===== src/rtl/climbing_robot_gait_sequencer_macros.svh =====
// ----------------------------------------------------------------------------
// Assertion macros for the climbing robot gait sequencer
// Shared concurrent assertion forms, disabled while the active-low reset is low.
// ----------------------------------------------------------------------------
`ifndef CLIMBING_ROBOT_GAIT_SEQUENCER_MACROS_SVH
`define CLIMBING_ROBOT_GAIT_SEQUENCER_MACROS_SVH

// Consequent checked in the same cycle as the antecedent.
`define CRGS_ASSERT_SAME(lbl, clk, rst_n, ante, cons, msg) \
    lbl: assert property (@(posedge clk) disable iff (!rst_n) (ante) |-> (cons)) \
        else $error(msg);

// Consequent checked in the cycle after the antecedent.
`define CRGS_ASSERT_NEXT(lbl, clk, rst_n, ante, cons, msg) \
    lbl: assert property (@(posedge clk) disable iff (!rst_n) (ante) |=> (cons)) \
        else $error(msg);

`endif


===== src/rtl/crgs_pkg.sv =====
// ----------------------------------------------------------------------------
// Climbing robot gait sequencer package
// Types, codes, constants and helper functions shared by the sequencer files.
// ----------------------------------------------------------------------------
package crgs_pkg;

    localparam int DEF_TICK_WIDTH  = 16;
    localparam int DEF_COUNT_WIDTH = 16;

    // Transaction kinds carried on the input tuser.
    localparam logic [1:0] OP_PASS = 2'd0;
    localparam logic [1:0] OP_TICK = 2'd1;
    localparam logic [1:0] OP_CMD  = 2'd2;

    localparam logic [1:0] MODE_HOMING = 2'd0;
    localparam logic [1:0] MODE_WALK   = 2'd1;
    localparam logic [1:0] MODE_TURN   = 2'd2;
    localparam logic [1:0] MODE_STOP   = 2'd3;

    // Direction latch: bits 1:0 right driver, bits 3:2 left driver.
    localparam logic [3:0] DIR_NORMAL    = 4'h5;
    localparam logic [3:0] DIR_BRAKE     = 4'hF;
    localparam logic [3:0] DIR_ROT_RIGHT = 4'h6;
    localparam logic [3:0] DIR_ROT_LEFT  = 4'h9;
    localparam logic [1:0] DRV_BRAKE     = 2'h3;

    localparam logic [5:0] PADS_NONE      = 6'h00;
    localparam logic [5:0] PADS_ALL       = 6'h3F;
    localparam logic [5:0] PADS_LEFT_SET  = 6'h15;
    localparam logic [5:0] PADS_RIGHT_SET = 6'h2A;

    localparam logic [8:0]  SERVO_PRESS   = 9'd360;
    localparam logic [8:0]  SERVO_RELEASE = 9'd500;
    localparam logic [12:0] HOMING_PWM    = 13'd1500;
    localparam logic [12:0] TURN_BASE     = 13'd5000;
    localparam logic [12:0] TURN_DROP     = 13'd400;
    localparam logic [7:0]  TURN_STEPS    = 8'd9;
    localparam logic [7:0]  STOP_CMD      = 8'd115;
    localparam logic [7:0]  CMD_OFFSET    = 8'd48;

    localparam logic [1:0] PHASE_0 = 2'd0;
    localparam logic [1:0] PHASE_1 = 2'd1;
    localparam logic [1:0] PHASE_2 = 2'd2;

    // Configuration register indexes.
    localparam logic [2:0] CFG_MOTOR_SPEED  = 3'd0;
    localparam logic [2:0] CFG_TARGET_COUNT = 3'd1;
    localparam logic [2:0] CFG_STEP_LIMIT   = 3'd2;
    localparam logic [2:0] CFG_SETTLE_TICKS = 3'd3;
    localparam logic [2:0] CFG_PRESS_TICKS  = 3'd4;
    localparam logic [2:0] CFG_STEP_TICKS   = 3'd5;
    localparam logic [2:0] CFG_SYNC_BAND    = 3'd6;

    localparam int CFG_INDEX_WIDTH = 3;
    localparam int CFG_DATA_WIDTH  = 16;
    localparam int IN_DATA_WIDTH   = 48;
    localparam int OUT_DATA_WIDTH  = 56;

    typedef struct packed {
        logic [12:0] motor_speed;
        logic [15:0] target_count;
        logic [7:0]  step_limit;
        logic [15:0] settle_ticks;
        logic [15:0] press_ticks;
        logic [15:0] step_ticks;
        logic [7:0]  sync_band;
    } t_cfg;

    typedef struct packed {
        logic [1:0]  operation;
        logic        right_sensor;
        logic        left_sensor;
        logic [15:0] right_count;
        logic [15:0] left_count;
        logic [7:0]  command_byte;
    } t_item;

    typedef struct packed {
        logic [12:0] right_pwm;
        logic [12:0] left_pwm;
        logic [1:0]  right_direction;
        logic [1:0]  left_direction;
        logic [5:0]  pad_valves;
        logic        main_valve;
        logic [8:0]  servo_compare;
        logic        clear_right_count;
        logic        clear_left_count;
        logic [1:0]  current_mode;
    } t_result;

    // Truncated 7/10 of a PWM value: times 7 by shift and subtract, then
    // divide by 10 through the reciprocal 52429 / 2^19, exact for 16-bit inputs.
    function automatic logic [12:0] seven_tenths(input logic [12:0] v);
        logic [15:0] x;
        logic [31:0] p;
        x = ({3'b000, v} << 3) - {3'b000, v};
        p = 32'(x) * 32'd52429;
        return 13'(p >> 19);
    endfunction

endpackage


===== src/rtl/crgs_cfg.sv =====
// ----------------------------------------------------------------------------
// Configuration register file
// Holds the seven sequencer settings; the core can also reload the step limit when walk mode ends.
// ----------------------------------------------------------------------------
module crgs_cfg
    import crgs_pkg::*;
(
    input  logic                       i_clk,
    input  logic                       i_rst_n,
    input  logic                       i_we,
    input  logic [CFG_INDEX_WIDTH-1:0] i_index,
    input  logic [CFG_DATA_WIDTH-1:0]  i_data,
    input  logic                       i_step_reload,
    output t_cfg                       o_cfg
);

    t_cfg r_cfg;
    t_cfg n_cfg;

    always_comb begin
        n_cfg = r_cfg;
        if (i_step_reload) begin
            n_cfg.step_limit = TURN_STEPS;
        end
        if (i_we) begin
            unique case (i_index)
                CFG_MOTOR_SPEED:  n_cfg.motor_speed  = i_data[12:0];
                CFG_TARGET_COUNT: n_cfg.target_count = i_data;
                CFG_STEP_LIMIT:   n_cfg.step_limit   = i_data[7:0];
                CFG_SETTLE_TICKS: n_cfg.settle_ticks = i_data;
                CFG_PRESS_TICKS:  n_cfg.press_ticks  = i_data;
                CFG_STEP_TICKS:   n_cfg.step_ticks   = i_data;
                CFG_SYNC_BAND:    n_cfg.sync_band    = i_data[7:0];
                default: ;
            endcase
        end
    end

    always_ff @(posedge i_clk) begin
        if (!i_rst_n) begin
            r_cfg.motor_speed  <= 13'd8000;
            r_cfg.target_count <= 16'd36;
            r_cfg.step_limit   <= 8'd9;
            r_cfg.settle_ticks <= 16'd1000;
            r_cfg.press_ticks  <= 16'd400;
            r_cfg.step_ticks   <= 16'd160;
            r_cfg.sync_band    <= 8'd2;
        end else begin
            r_cfg <= n_cfg;
        end
    end

    assign o_cfg = r_cfg;

endmodule


===== src/rtl/crgs_core.sv =====
// ----------------------------------------------------------------------------
// Gait sequencer core
// Mode state, actuator latches and the single-pass update for one item.
// ----------------------------------------------------------------------------
`include "climbing_robot_gait_sequencer_macros.svh"

module crgs_core
    import crgs_pkg::*;
#(
    parameter int TICK_WIDTH  = DEF_TICK_WIDTH,
    parameter int COUNT_WIDTH = DEF_COUNT_WIDTH
) (
    input  logic    i_clk,
    input  logic    i_rst_n,
    input  logic    i_en,
    input  t_item   i_item,
    input  t_cfg    i_cfg,
    output t_result o_result,
    output logic    o_step_reload
);

    localparam logic [TICK_WIDTH-1:0] TICK_MAX = {TICK_WIDTH{1'b1}};
    localparam logic [15:0] COUNT_MASK = (COUNT_WIDTH >= 16) ? 16'hFFFF :
        16'((32'd1 << COUNT_WIDTH) - 32'd1);

    logic [1:0]            r_mode, n_mode;
    logic [1:0]            r_hphase, n_hphase;
    logic [1:0]            r_pphase, n_pphase;
    logic                  r_wait, n_wait;
    logic [TICK_WIDTH-1:0] r_tick, n_tick;
    logic [7:0]            r_steps, n_steps;
    logic [1:0]            r_tdir, n_tdir;
    logic [7:0]            r_lastcmd, n_lastcmd;
    logic [12:0]           r_rpwm, n_rpwm;
    logic [12:0]           r_lpwm, n_lpwm;
    logic [3:0]            r_dir, n_dir;
    logic [5:0]            r_pads, n_pads;
    logic                  r_main, n_main;
    logic [8:0]            r_servo, n_servo;
    logic                  clr_r, clr_l, reload;

    logic [15:0] rc, lc;
    logic        any_sensor;
    logic [7:0]  turn_steps;
    logic [12:0] turn_pwm;
    logic [12:0] seven_in, seven_out;
    logic        rc_low, rc_high;

    assign rc = i_item.right_count & COUNT_MASK;
    assign lc = i_item.left_count & COUNT_MASK;
    assign any_sensor = i_item.right_sensor | i_item.left_sensor;

    // Turn mode counts a step on the rising edge of either sensor.
    assign turn_steps = (any_sensor && r_pphase == PHASE_0) ? r_steps + 8'd1 : r_steps;
    assign turn_pwm = TURN_BASE - 13'(13'(turn_steps[3:0]) * TURN_DROP);

    // One shared 7/10 unit: the turn ramp value in turn mode, the walk speed else.
    assign seven_in  = (r_mode == MODE_TURN) ? turn_pwm : i_cfg.motor_speed;
    assign seven_out = seven_tenths(seven_in);

    assign rc_low  = ({1'b0, rc} + {9'd0, i_cfg.sync_band}) < {1'b0, lc};
    assign rc_high = {1'b0, rc} > ({1'b0, lc} + {9'd0, i_cfg.sync_band});

    always_comb begin
        n_mode    = r_mode;
        n_hphase  = r_hphase;
        n_pphase  = r_pphase;
        n_wait    = r_wait;
        n_tick    = r_tick;
        n_steps   = r_steps;
        n_tdir    = r_tdir;
        n_lastcmd = r_lastcmd;
        n_rpwm    = r_rpwm;
        n_lpwm    = r_lpwm;
        n_dir     = r_dir;
        n_pads    = r_pads;
        n_main    = r_main;
        n_servo   = r_servo;
        clr_r     = 1'b0;
        clr_l     = 1'b0;
        reload    = 1'b0;

        if (i_item.operation == OP_TICK) begin
            if (r_tick != TICK_MAX) begin
                n_tick = r_tick + 1'b1;
            end
        end else if (i_item.operation == OP_CMD) begin
            n_lastcmd = i_item.command_byte;
            n_steps   = i_item.command_byte - CMD_OFFSET;
        end else if (i_item.operation == OP_PASS) begin
            unique case (r_mode)
                MODE_HOMING: begin
                    if (r_hphase == PHASE_0) begin
                        n_main = 1'b1;
                        n_lpwm = HOMING_PWM;
                        if (i_item.left_sensor) begin
                            n_hphase = PHASE_1;
                            n_lpwm   = 13'd0;
                            n_dir    = {DRV_BRAKE, r_dir[1:0]};
                            if (r_pphase == PHASE_0) begin
                                n_pphase = PHASE_1;
                                clr_l    = 1'b1;
                                n_rpwm   = HOMING_PWM;
                            end
                        end
                    end else if (r_hphase == PHASE_1) begin
                        if (i_item.right_sensor && r_pphase == PHASE_1) begin
                            n_pphase = PHASE_2;
                            clr_r    = 1'b1;
                            n_hphase = PHASE_2;
                        end
                    end else if (r_hphase == PHASE_2) begin
                        if (rc >= i_cfg.target_count) begin
                            if (!r_wait) begin
                                n_lpwm = 13'd0;
                                n_dir  = DIR_BRAKE;
                                n_tick = '0;
                                n_wait = 1'b1;
                            end
                            n_pads = PADS_ALL;
                            if (32'(n_tick) >= 32'(i_cfg.settle_ticks)) begin
                                n_servo  = SERVO_RELEASE;
                                n_hphase = PHASE_0;
                                clr_r    = 1'b1;
                                clr_l    = 1'b1;
                                n_pphase = PHASE_0;
                                n_wait   = 1'b0;
                                n_mode   = MODE_WALK;
                                n_main   = 1'b0;
                            end
                        end else begin
                            n_rpwm = HOMING_PWM;
                        end
                    end
                end
                MODE_WALK: begin
                    if (any_sensor && r_steps > i_cfg.step_limit) begin
                        // Leaving walk: press the servo, then switch after the press time.
                        n_main  = 1'b1;
                        n_servo = SERVO_PRESS;
                        if (32'(r_tick) >= 32'(i_cfg.press_ticks)) begin
                            n_steps = 8'd0;
                            n_mode  = (r_lastcmd == STOP_CMD) ? MODE_STOP : MODE_TURN;
                            n_pads  = PADS_NONE;
                            n_wait  = 1'b0;
                            if (r_tdir == 2'd0) begin
                                n_dir  = DIR_ROT_RIGHT;
                                n_tdir = 2'd1;
                                reload = 1'b1;
                            end else if (r_tdir == 2'd1) begin
                                n_dir  = DIR_ROT_LEFT;
                                n_tdir = 2'd2;
                                reload = 1'b1;
                            end
                        end
                    end else begin
                        if (any_sensor) begin
                            if (r_pphase == PHASE_0) begin
                                n_pphase = PHASE_1;
                                n_steps  = r_steps + 8'd1;
                                n_dir    = DIR_BRAKE;
                                n_pads   = PADS_ALL;
                                if (!r_wait) begin
                                    n_tick = '0;
                                    n_wait = 1'b1;
                                end
                            end
                            if (32'(n_tick) >= 32'(i_cfg.step_ticks)) begin
                                n_dir  = DIR_NORMAL;
                                n_pads = i_item.right_sensor ? PADS_LEFT_SET : PADS_RIGHT_SET;
                                n_wait = 1'b0;
                            end
                        end else begin
                            n_main   = 1'b0;
                            n_pphase = PHASE_0;
                        end
                        // Wheel sync: pause the wheel that runs ahead of the band.
                        if (rc_low) begin
                            n_rpwm = i_cfg.motor_speed;
                            n_lpwm = 13'd0;
                        end else if (rc_high) begin
                            n_rpwm = 13'd0;
                            n_lpwm = seven_out;
                        end else begin
                            n_rpwm = i_cfg.motor_speed;
                            n_lpwm = seven_out;
                        end
                    end
                end
                MODE_TURN: begin
                    n_steps  = turn_steps;
                    n_pphase = any_sensor ? PHASE_1 : PHASE_0;
                    if (turn_steps > TURN_STEPS) begin
                        n_steps  = 8'd0;
                        n_rpwm   = 13'd0;
                        n_pphase = PHASE_0;
                        n_dir    = DIR_NORMAL;
                        n_mode   = MODE_HOMING;
                    end else begin
                        n_rpwm = turn_pwm;
                        n_lpwm = seven_out;
                    end
                end
                MODE_STOP: begin
                    n_dir  = DIR_BRAKE;
                    n_pads = PADS_ALL;
                    n_main = 1'b1;
                end
                default: ;
            endcase
        end
    end

    always_ff @(posedge i_clk) begin
        if (!i_rst_n) begin
            r_mode    <= MODE_HOMING;
            r_hphase  <= PHASE_0;
            r_pphase  <= PHASE_0;
            r_wait    <= 1'b0;
            r_tick    <= '0;
            r_steps   <= 8'd0;
            r_tdir    <= 2'd0;
            r_lastcmd <= 8'd0;
            r_rpwm    <= 13'd0;
            r_lpwm    <= 13'd0;
            r_dir     <= DIR_NORMAL;
            r_pads    <= PADS_NONE;
            r_main    <= 1'b1;
            r_servo   <= SERVO_PRESS;
        end else if (i_en) begin
            r_mode    <= n_mode;
            r_hphase  <= n_hphase;
            r_pphase  <= n_pphase;
            r_wait    <= n_wait;
            r_tick    <= n_tick;
            r_steps   <= n_steps;
            r_tdir    <= n_tdir;
            r_lastcmd <= n_lastcmd;
            r_rpwm    <= n_rpwm;
            r_lpwm    <= n_lpwm;
            r_dir     <= n_dir;
            r_pads    <= n_pads;
            r_main    <= n_main;
            r_servo   <= n_servo;
        end
    end

    always_comb begin
        o_result.right_pwm         = n_rpwm;
        o_result.left_pwm          = n_lpwm;
        o_result.right_direction   = n_dir[1:0];
        o_result.left_direction    = n_dir[3:2];
        o_result.pad_valves        = n_pads;
        o_result.main_valve        = n_main;
        o_result.servo_compare     = n_servo;
        o_result.clear_right_count = clr_r;
        o_result.clear_left_count  = clr_l;
        o_result.current_mode      = n_mode;
    end

    assign o_step_reload = i_en & reload;

    `CRGS_ASSERT_NEXT(a_tick_advance, i_clk, i_rst_n,
        i_en && i_item.operation == OP_TICK && r_tick != TICK_MAX,
        r_tick == TICK_WIDTH'($past(r_tick) + 1'b1), "tick counter did not advance")
    `CRGS_ASSERT_NEXT(a_walk_exit, i_clk, i_rst_n, r_mode == MODE_WALK,
        r_mode == MODE_WALK || r_mode == MODE_TURN || r_mode == MODE_STOP,
        "walk mode left toward homing")
    `CRGS_ASSERT_NEXT(a_idle_hold, i_clk, i_rst_n, !i_en,
        $stable(r_mode) && $stable(r_steps) && $stable(r_tick), "state moved without an item")
    `CRGS_ASSERT_SAME(a_strobe_pass, i_clk, i_rst_n, i_item.operation != OP_PASS,
        !clr_r && !clr_l, "encoder clear outside a control pass")

endmodule


===== src/rtl/climbing_robot_gait_sequencer.sv =====
// Stages: input register, single-pass update, result register.
// Throughput: one transaction per cycle while the output side does not stall the input.
// The input side stalls only while both registers hold a transaction and the output is not ready.
// Reset (synchronous, active low) returns homing mode, default settings, empty stages.
// ----------------------------------------------------------------------------
// Climbing robot gait sequencer
// Streaming wrapper around the gait core with configuration registers.
// ----------------------------------------------------------------------------
module climbing_robot_gait_sequencer
    import crgs_pkg::*;
#(
    parameter int TICK_WIDTH  = DEF_TICK_WIDTH,
    parameter int COUNT_WIDTH = DEF_COUNT_WIDTH
) (
    input  logic                       i_clk,
    input  logic                       i_rst_n,
    input  logic                       i_cfg_we,
    input  logic [CFG_INDEX_WIDTH-1:0] i_cfg_index,
    input  logic [CFG_DATA_WIDTH-1:0]  i_cfg_data,
    input  logic                       s_axis_tvalid,
    output logic                       s_axis_tready,
    // tdata from bit 0: right_sensor, left_sensor, right_count[15:0],
    // left_count[15:0], command_byte[7:0], zero fill
    input  logic [IN_DATA_WIDTH-1:0]   s_axis_tdata,
    // tuser: operation[1:0]
    input  logic [1:0]                 s_axis_tuser,
    output logic                       m_axis_tvalid,
    input  logic                       m_axis_tready,
    // tdata from bit 0: right_pwm[12:0], left_pwm[12:0], right_direction[1:0],
    // left_direction[1:0], pad_valves[5:0], main_valve, servo_compare[8:0],
    // clear_right_count, clear_left_count, current_mode[1:0], zero fill
    output logic [OUT_DATA_WIDTH-1:0]  m_axis_tdata
);

    t_cfg    cfg;
    t_item   r_item;
    t_result result;
    logic    r_in_valid;
    logic    r_out_valid;
    logic [OUT_DATA_WIDTH-1:0] r_out_data;
    logic    advance;
    logic    core_en;
    logic    step_reload;

    assign advance       = !r_out_valid || m_axis_tready;
    assign s_axis_tready = !r_in_valid || advance;
    assign core_en       = r_in_valid && advance;

    always_ff @(posedge i_clk) begin
        if (!i_rst_n) begin
            r_in_valid  <= 1'b0;
            r_out_valid <= 1'b0;
        end else begin
            if (s_axis_tready) begin
                r_in_valid <= s_axis_tvalid;
            end
            if (advance) begin
                r_out_valid <= r_in_valid;
            end
        end
    end

    always_ff @(posedge i_clk) begin
        if (s_axis_tready && s_axis_tvalid) begin
            r_item.operation    <= s_axis_tuser;
            r_item.right_sensor <= s_axis_tdata[0];
            r_item.left_sensor  <= s_axis_tdata[1];
            r_item.right_count  <= s_axis_tdata[17:2];
            r_item.left_count   <= s_axis_tdata[33:18];
            r_item.command_byte <= s_axis_tdata[41:34];
        end
        if (core_en) begin
            r_out_data <= {6'd0, result.current_mode, result.clear_left_count,
                           result.clear_right_count, result.servo_compare,
                           result.main_valve, result.pad_valves, result.left_direction,
                           result.right_direction, result.left_pwm, result.right_pwm};
        end
    end

    crgs_cfg u_cfg (
        .i_clk         (i_clk),
        .i_rst_n       (i_rst_n),
        .i_we          (i_cfg_we),
        .i_index       (i_cfg_index),
        .i_data        (i_cfg_data),
        .i_step_reload (step_reload),
        .o_cfg         (cfg)
    );

    crgs_core #(
        .TICK_WIDTH  (TICK_WIDTH),
        .COUNT_WIDTH (COUNT_WIDTH)
    ) u_core (
        .i_clk         (i_clk),
        .i_rst_n       (i_rst_n),
        .i_en          (core_en),
        .i_item        (r_item),
        .i_cfg         (cfg),
        .o_result      (result),
        .o_step_reload (step_reload)
    );

    assign m_axis_tvalid = r_out_valid;
    assign m_axis_tdata  = r_out_data;

endmodule


===== config.mk =====
export PLATFORM = sky130hd
export DESIGN_NAME = climbing_robot_gait_sequencer
export DESIGN_NICKNAME = d
export VERILOG_FILES = /design/src/rtl/crgs_pkg.sv /design/src/rtl/crgs_cfg.sv /design/src/rtl/crgs_core.sv /design/src/rtl/climbing_robot_gait_sequencer.sv
export VERILOG_INCLUDE_DIRS = /design/src /design/src/rtl
export SDC_FILE = /design/constraint.sdc
export NUM_CORES = 1
export LEC_CHECK = 0
export BUFFER_PORTS_ARGS = -buffer_cell sky130_fd_sc_hd__buf_2
export CAP_MARGIN = 30
export CORE_MARGIN = 5
export CORE_UTILIZATION = 50
export DETAILED_ROUTE_END_ITERATION = 6
export PLACE_DENSITY = 0.72
export SYNTH_ARGS = -nofsm -noshare
export SYNTH_HDL_FRONTEND = slang
export SYNTH_SLANG_ARGS = --single-unit

===== constraint.sdc =====
create_clock -name i_clk -period 30.7 [get_ports i_clk]
set_clock_uncertainty 0.15 [all_clocks]
set_input_delay 1.535 -clock i_clk [delete_from_list [all_inputs] [get_ports i_clk]]
set_output_delay 1.535 -clock i_clk [all_outputs]
set_load 0.05 [all_outputs]

# [After elaboration in Yosys (flattened, before gate mapping)]
# Index checks and enable logic that the tools add are counted.
[totals] regBits=276 in_bits=74 out_inout_bits=58
[op_classes] addsub=7 multipliers=2 magnitude_cmp=8 eq_ne=43 muxes=182 bitwise_logic=6 n_reduce_logical=40
[ops] cell="two-way mux 16 bit" count=29
[ops] cell="two-way mux 13 bit" count=25
[ops] cell="two-way mux 8 bit" count=11
[ops] cell="two-way mux 9 bit" count=9
[ops] cell="two-way mux 6 bit" count=13
[ops] cell="case mux 13 bit (3 select lines)" count=2
[ops] cell="two-way mux 4 bit" count=17
[ops] cell="greater-or-equal comparator 16 bit" count=4
[ops] cell="two-way mux 64 bit" count=1
[ops] cell="two-way mux 2 bit" count=26
[ops] cell="two-way mux 1 bit" count=39
[ops] cell="adder 16 x 8 -> 17 bit" count=2
[ops] cell="multiplier 16 x 16 -> 32 bit, second input constant" count=1
[ops] cell="case mux 16 bit (2 select lines)" count=1
[ops] cell="!= test 4 x 1 -> 1 bit, second input constant" count=6
[ops] cell="AND reduction 11 bit" count=2
[ops] cell="case mux 6 bit (3 select lines)" count=1
[ops] cell="case mux 9 bit (2 select lines)" count=1
[ops] cell="nonzero test 3 bit" count=6
[ops] cell="> comparator 16 x 17 -> 1 bit" count=1
[ops] cell="less-than comparator 17 x 16 -> 1 bit" count=1
[ops] cell="adder 16 x 1 -> 16 bit, second input constant" count=1
[ops] cell="!= test 16 bit, second input constant" count=1
[ops] cell="case mux 4 bit (4 select lines)" count=1
[ops] cell="other kinds (41)" count=87

# [Longest topological paths before layout]
[logic_depth] depth_word=19 depth_mapped=42 depth_no_buf=40

# [By module]
# A second synthesis with hierarchy kept.
[unflattened] hier_cells=2231 hier_area_um2=20948.8
[by_module_without_submodules] mod="crgs_core" instances=1 cells_each=1780 area_each_um2=14396.3
[by_module_without_submodules] mod="crgs_cfg" instances=1 cells_each=341 area_each_um2=3577.2
[by_module_without_submodules] mod="climbing_robot_gait_sequencer" instances=1 cells_each=110 area_each_um2=2975.4

# [Least setup slack after synthesis]
# Ideal clock, no wire load.
[synth_timing] path_kind="reg2reg" start="register r_item[40] in the netlist's numbering" end="register u_core.r_lpwm[12]" t_arrival_ps=9584 slack_ps=20845 stages_incl_launch_ff=40 path_buffers=0 synth_period_minus_slack_ps=9855 cell_sequence="edfxtp_1 > nor2_1 > nor2_1 > mux2i_1 > inv_1 > ha_1 > ha_1 > fa_1 > nand3_1 > a31oi_1 > mux2i_1 > xnor2_1 > nor2_1 > a21oi_1 > ha_1 > nor2_1 > nor2_1 > o31ai_1 > [4 not listed] > fa_1 > inv_1 > fa_1 > inv_1 > fa_1 > inv_1 > fa_1 > inv_1 > ha_1 > nand4_1 > o32ai_1 > o41ai_1 > a21oi_1 > a2111oi_2 > a21oi_1 > xnor2_1 > nand2_1 > a2bb2o_1"
[synth_between] elab_chain_len=14 word_cells_on_any_way=17 classes_between="add/sub: 2; mul: 2; order compare: 1; mux: 9; bitwise: 1; reduce/logical: 2"
[synth_lines] element="start: declaration" line="climbing_robot_gait_sequencer.sv:36" rtl="t_item r_item;"
[synth_lines] element="OR 1 bit (*)" line="crgs_core.sv:51" rtl="assign any_sensor = i_item.right_sensor | i_item.left_sensor;"
[synth_lines] element="logical AND 1 bit" line="crgs_core.sv:54" rtl="assign turn_steps = (any_sensor && r_pphase == PHASE_0) ? r_steps + 8'd1 : r_steps;"
[synth_lines] element="two-way mux 8 bit" line="crgs_core.sv:54"
[synth_lines] element="multiplier 4 x 5 -> 9 bit" line="crgs_core.sv:55" rtl="assign turn_pwm = TURN_BASE - 13'(13'(turn_steps[3:0]) * TURN_DROP);"
[synth_lines] element="subtractor 13 bit" line="crgs_core.sv:55"
[synth_lines] element="two-way mux 13 bit" line="crgs_core.sv:58" rtl="assign seven_in = (r_mode == MODE_TURN) ? turn_pwm : i_cfg.motor_speed;"
[synth_lines] element="subtractor 16 x 13 -> 16 bit" line="crgs_pkg.sv:96" rtl="x = ({3'b000, v} << 3) - {3'b000, v};"
[synth_lines] element="multiplier 16 x 16 -> 32 bit" line="crgs_pkg.sv:97" rtl="p = 32'(x) * 32'd52429;"
[synth_lines] element="two-way mux 13 bit" line="crgs_core.sv:178" rtl="if (rc_low) begin"
[synth_lines] element="two-way mux 13 bit" line="crgs_core.sv:137" rtl="if (any_sensor && r_steps > i_cfg.step_limit) begin"
[synth_lines] element="case mux 13 bit (3 select lines) (*)" line="crgs_core.sv:91" rtl="unique case (r_mode)"
[synth_lines] element="two-way mux 13 bit (*)" line="crgs_core.sv:90" rtl="end else if (i_item.operation == OP_PASS) begin"
[synth_lines] element="two-way mux 13 bit (*)" line="crgs_core.sv:87" rtl="end else if (i_item.operation == OP_CMD) begin"
[synth_lines] element="two-way mux 13 bit (*)" line="crgs_core.sv:83" rtl="if (i_item.operation == OP_TICK) begin"
[synth_lines] element="end signal: assignment" line="crgs_core.sv:240" rtl="r_lpwm <= n_lpwm;"
[synth_lines] element="end: declaration" line="crgs_core.sv:35" rtl="logic [12:0] r_lpwm, n_lpwm;"
# Every way passes the cells marked *; elsewhere a longest branch is shown, timed or not.
# A chain may end at the register's enable or synchronous reset.

# [Worst setup path in the final report]
# Same ends and word-level chain as after synthesis.

==> impl_metrics.py <==
metrics = {
    "floorplanning": {
        "initial_core_util_pct": 50.7,
        "core_sq_um": 40900,
        "fp.dieW_microns": 214,
        "dieArea_sq_um": 45700,
        "num_io_pins": 132,
        "num_rows": 74,
        "die_height_microns": 214,
    },
    "clock_tree": {
        "cts_buffer_depth": 3,
        "htreeDepth": 2,
        "clk_latency_ns": 0.56,
        "cts_tree": "built",
        "cts.repair.resized": 0,
        "hold_buffers": 0,
        "clkSinkCount": 276,
        "clk_transition_reported_paths_ns": 0.06,
        "cts-root-buf": "clkbuf_16",
        "post_cts_buffers": 0,
        "numCtsBuffers": 34,
    },
    "route": {
        "drt_iter0_drc": 1224,
        "first_pass_iters": 5,
        "routedWlPerCell_microns": 19.3,
        "detail-route-antenna-nets": 0,
        "drc": 0,
        "via_per_inst": 5.81,
        "vias": 17444,
        "finalWirelength_microns": 58100,
    },
    "cells_and_area": {
        "nFillCells": 3691,
        "mostFrequentLayoutCells": "nand2_1 (288), ha_1 (282), inv_1 (277)",
        "layout_commonest_cell": "nand2_1",
        "fin_nets": 2884,
        "ff_latch_area_sq_um": 6470,
        "multi_input_area_sq_um": 12900,
        "layout-drive-gt1-share_pct": 9.68,
        "area_growth_pct": 10.8,
    },
    "worst_setup_path": {
        "rr_endpoint": "u_core.r_lpwm[12]",
        "cp_max_fo": 10,
        "reg2reg_from": "r_item[40]",
        "path_buf_inv": 5,
        "critPathMaxStageDelay_ns": 0.59,
        "cp.arrival_ns": 12.11,
        "crit_top_cell": "ha_1",
        "crit_type": "reg -> reg",
        "critPathTopFamily": "adder cells",
        "cp-end-kind": "register",
        "r2r_slack_ns": 18.87,
        "critical_path.startpoint_type": "register",
        "crit_slowest_cell": "o41ai_1",
        "rr_worst_depth": 37,
        "cp.required_ns": 30.98,
    },
    "pwr": {
        "swShare_pct": 43.1,
        "finalPower_mw": 1.90,
        "p_per_area_nw_per_um2": 82.7,
        "p_int_mw": 1.08,
        "clockPowerShare_pct": 21.6,
        "p_comb_share_pct": 57.6,
        "cellLeakagePower_nw": 10.1,
        "irDropWorstVdd_mv": 0.0815,
        "p_sw_mw": 0.820,
        "pwr-share-seq_pct": 20.9,
    },
    "sta": {
        "setup_tns_ns": 0,
        "period_share_pct": 38.5,
        "max_slew_margin_pct": 24.5,
        "setup_viol": 0,
        "slew_viol_final": 0,
        "fin_crit_ns": 11.83,
        "worst_pin_slew_ns": 1.10,
        "hold_viol": 0,
        "timing.fmax_mhz": 84.5,
        "rsz0062_at_grt": "false",
    },
    "job": {
        "max-cap-violations": 0,
    },
    "synth": {
        "synthDistinctLibCells": 90,
        "synthArstFlopShare_pct": 0,
        "synth_flop_cell": "dfxtp_1",
        "synth_edf_count": 94,
        "synth_seq_cells": 276,
        "syn_avg_cell_area_sq_um": 8.86,
        "synth_area_sq_um": 20800,
        "synth_cells": 2343,
        "seq_area_frac_synth_pct": 31.1,
        "synth_warnings": 0,
    },
    "worst_hold_path": {
        "hold_end": "u_core.r_servo[0]",
        "min_path_cells": 2,
        "min-delay-start": "u_core.r_servo[0]",
        "hp-class": "reg -> reg",
    },
    "outcome": {
        "status": "complete, no violations",
    },
    "place": {
        "io_buffers": 119,
        "dp_hpwl_microns": 44900,
        "gp_congestion": 0.948,
    },
    "global_route": {
        "grt_usage_pct": 25.3,
        "grt_pass1_vias": 17145,
        "grt_max_degree": 73,
        "grt_pass1_wl_microns": 92100,
        "antenna_found_initial": 5,
        "grt-ovfl-total": 0,
    },
}
[worst register-to-register path, delay by kind of cell, from the launching register on]
| family | cells | cell delay (ns) |
|---|---|---|
| and+or+nand+nor | 6 | 1.32 |
| DFF | 1 | 0.56 |
| buffers and inverters | 5 | 0.46 |
| AOI/OAI and AO/OA | 10 | 2.92 |
| muxes | 2 | 0.77 |
| adders and majority gates | 11 | 4.66 |
| xor gates and xnor gates | 3 | 0.88 |
[registers in the layout (all words and copies together), names as in the netlist, 2 cells and up]
| signal | cells |
|---|---|
| u_core.r_pads | 6 |
| m_axis_tdata | 50 |
| u_cfg.o_cfg | 93 |
| u_core.r_lastcmd | 8 |
| u_core.r_hphase | 2 |
| u_core.r_dir | 4 |
| u_core.r_mode | 2 |
| u_core.r_tick | 16 |
| u_core.r_lpwm | 13 |
| u_core.r_servo | 9 |
| u_core.r_steps | 8 |
| u_core.r_tdir | 2 |
| u_core.r_rpwm | 13 |
| r_item | 44 |
| u_core.r_pphase | 2 |
[layer usage]
| metal | vias to the layer above | global-route usage, % | wire length (microns) |
|---|---|---|---|
| li1 | 8363 | - | - |
| met1 | 8417 | 32.2 | 24100 |
| met2 | 532 | 43.7 | 28500 |
| met3 | 126 | 4.52 | 3460 |
| met4 | 6 | 8.22 | 2000 |
| met5 | - | 0 | 22 |
[cell families after synthesis]
| family | synth area share, % |
|---|---|
| AOI/OAI and AO/OA | 17.8 |
| xor gates and xnor gates | 3.16 |
| adders and majority gates | 25.1 |
| buffers and inverters | 6.82 |
| DFF | 31.1 |
| muxes | 0.645 |
| other | 0.0181 |
| and+or+nand+nor | 15.3 |
[power groups by stage]
stage	clock network, mW	registers [mW]	logic (mW)
finish	0.410	0.397	1.09
floorplan	0	0.411	0.818
global placement	0	0.404	1.07
CTS	0.416	0.397	1.10
global route	0.432	0.398	1.24
detailed placement	0	0.405	1.09
[synthesized netlist by cell type (7+ instances only)]
cell / n / area (sq um)
xnor2_1: 50 / 438
o21ai_0: 85 / 425
a21oi_1: 192 / 961
inv_1: 279 / 1050
o21a_1: 14 / 105
nand3_1: 55 / 275
ha_1: 282 / 3530
a22o_1: 10 / 87.6
mux2i_1: 10 / 100
o22ai_1: 15 / 93.8
and3_1: 10 / 62.6
a211oi_1: 19 / 143
edfxtp_1: 94 / 2820
o211ai_1: 27 / 203
dfxtp_1: 182 / 3640
and2_1: 24 / 150
nand2_1: 288 / 1080
a211o_1: 12 / 105
buf_4: 7 / 52.6
clkbuf_1: 58 / 218
xor2_1: 25 / 219
nor2b_1: 38 / 238
o221ai_1: 7 / 61.3
o31ai_1: 10 / 75.1
nand2b_1: 21 / 131
or2_2: 10 / 62.6
a31oi_1: 25 / 156
a22oi_1: 9 / 67.6
o21bai_1: 13 / 97.6
fa_1: 84 / 1680
or3_1: 11 / 68.8
nor2_1: 140 / 526
o32ai_1: 9 / 78.8
a21o_1: 46 / 345
nor3_1: 45 / 225
nand4_1: 19 / 119
[how the worst max path moves through the flow]
stage / cells past startpoint / start / slack, ns / to
after floorplan: 39 / r_item[40] / 20.84 / u_core.r_lpwm[12]
after global placement: 36 / r_item[40] / 19.33 / m_axis_tdata[23]
after detailed placement: 36 / r_item[40] / 18.99 / m_axis_tdata[23]
after CTS: 37 / r_item[40] / 18.96 / u_core.r_lpwm[12]
after global routing: 37 / r_item[40] / 18.20 / u_core.r_lpwm[10]
final: 37 / r_item[40] / 18.87 / u_core.r_lpwm[12]
[cell type report]
class                      instances  share of cell area [%]
multi-input combinational       1712                    56.1
sequential                       276                    28.1
inverter                         280                    4.57
clock buffer                      46                    4.44
timing repair buffer             140                    3.33
tap                              532                    2.89
clock inverter                    16                   0.555
antenna                            2                  0.0218
[through the flow]
| stage | std cells | setup slack, ns | util (%) | area, sq um | hold slack (ns) |
|---|---|---|---|---|---|
| 6_report | 3004 | 18.87 | 56.2 | 23000 | 0.278 |
| 5_1_grt | 3003 | 18.20 | 56.2 | 23000 | 0.321 |
| 4_1_cts | 3001 | 18.96 | 56.1 | 23000 | 0.278 |
| 3_5_place_dp | 2939 | 18.99 | 53.3 | 21800 | 0.271 |
| 3_3_place_gp | 2937 | 19.33 | 53.3 | 21800 | 0.265 |
| 2_1_floorplan | 2348 | 20.84 | - | 20800 | 0.257 |
No activity file was read; power rests on OpenSTA's default activity.
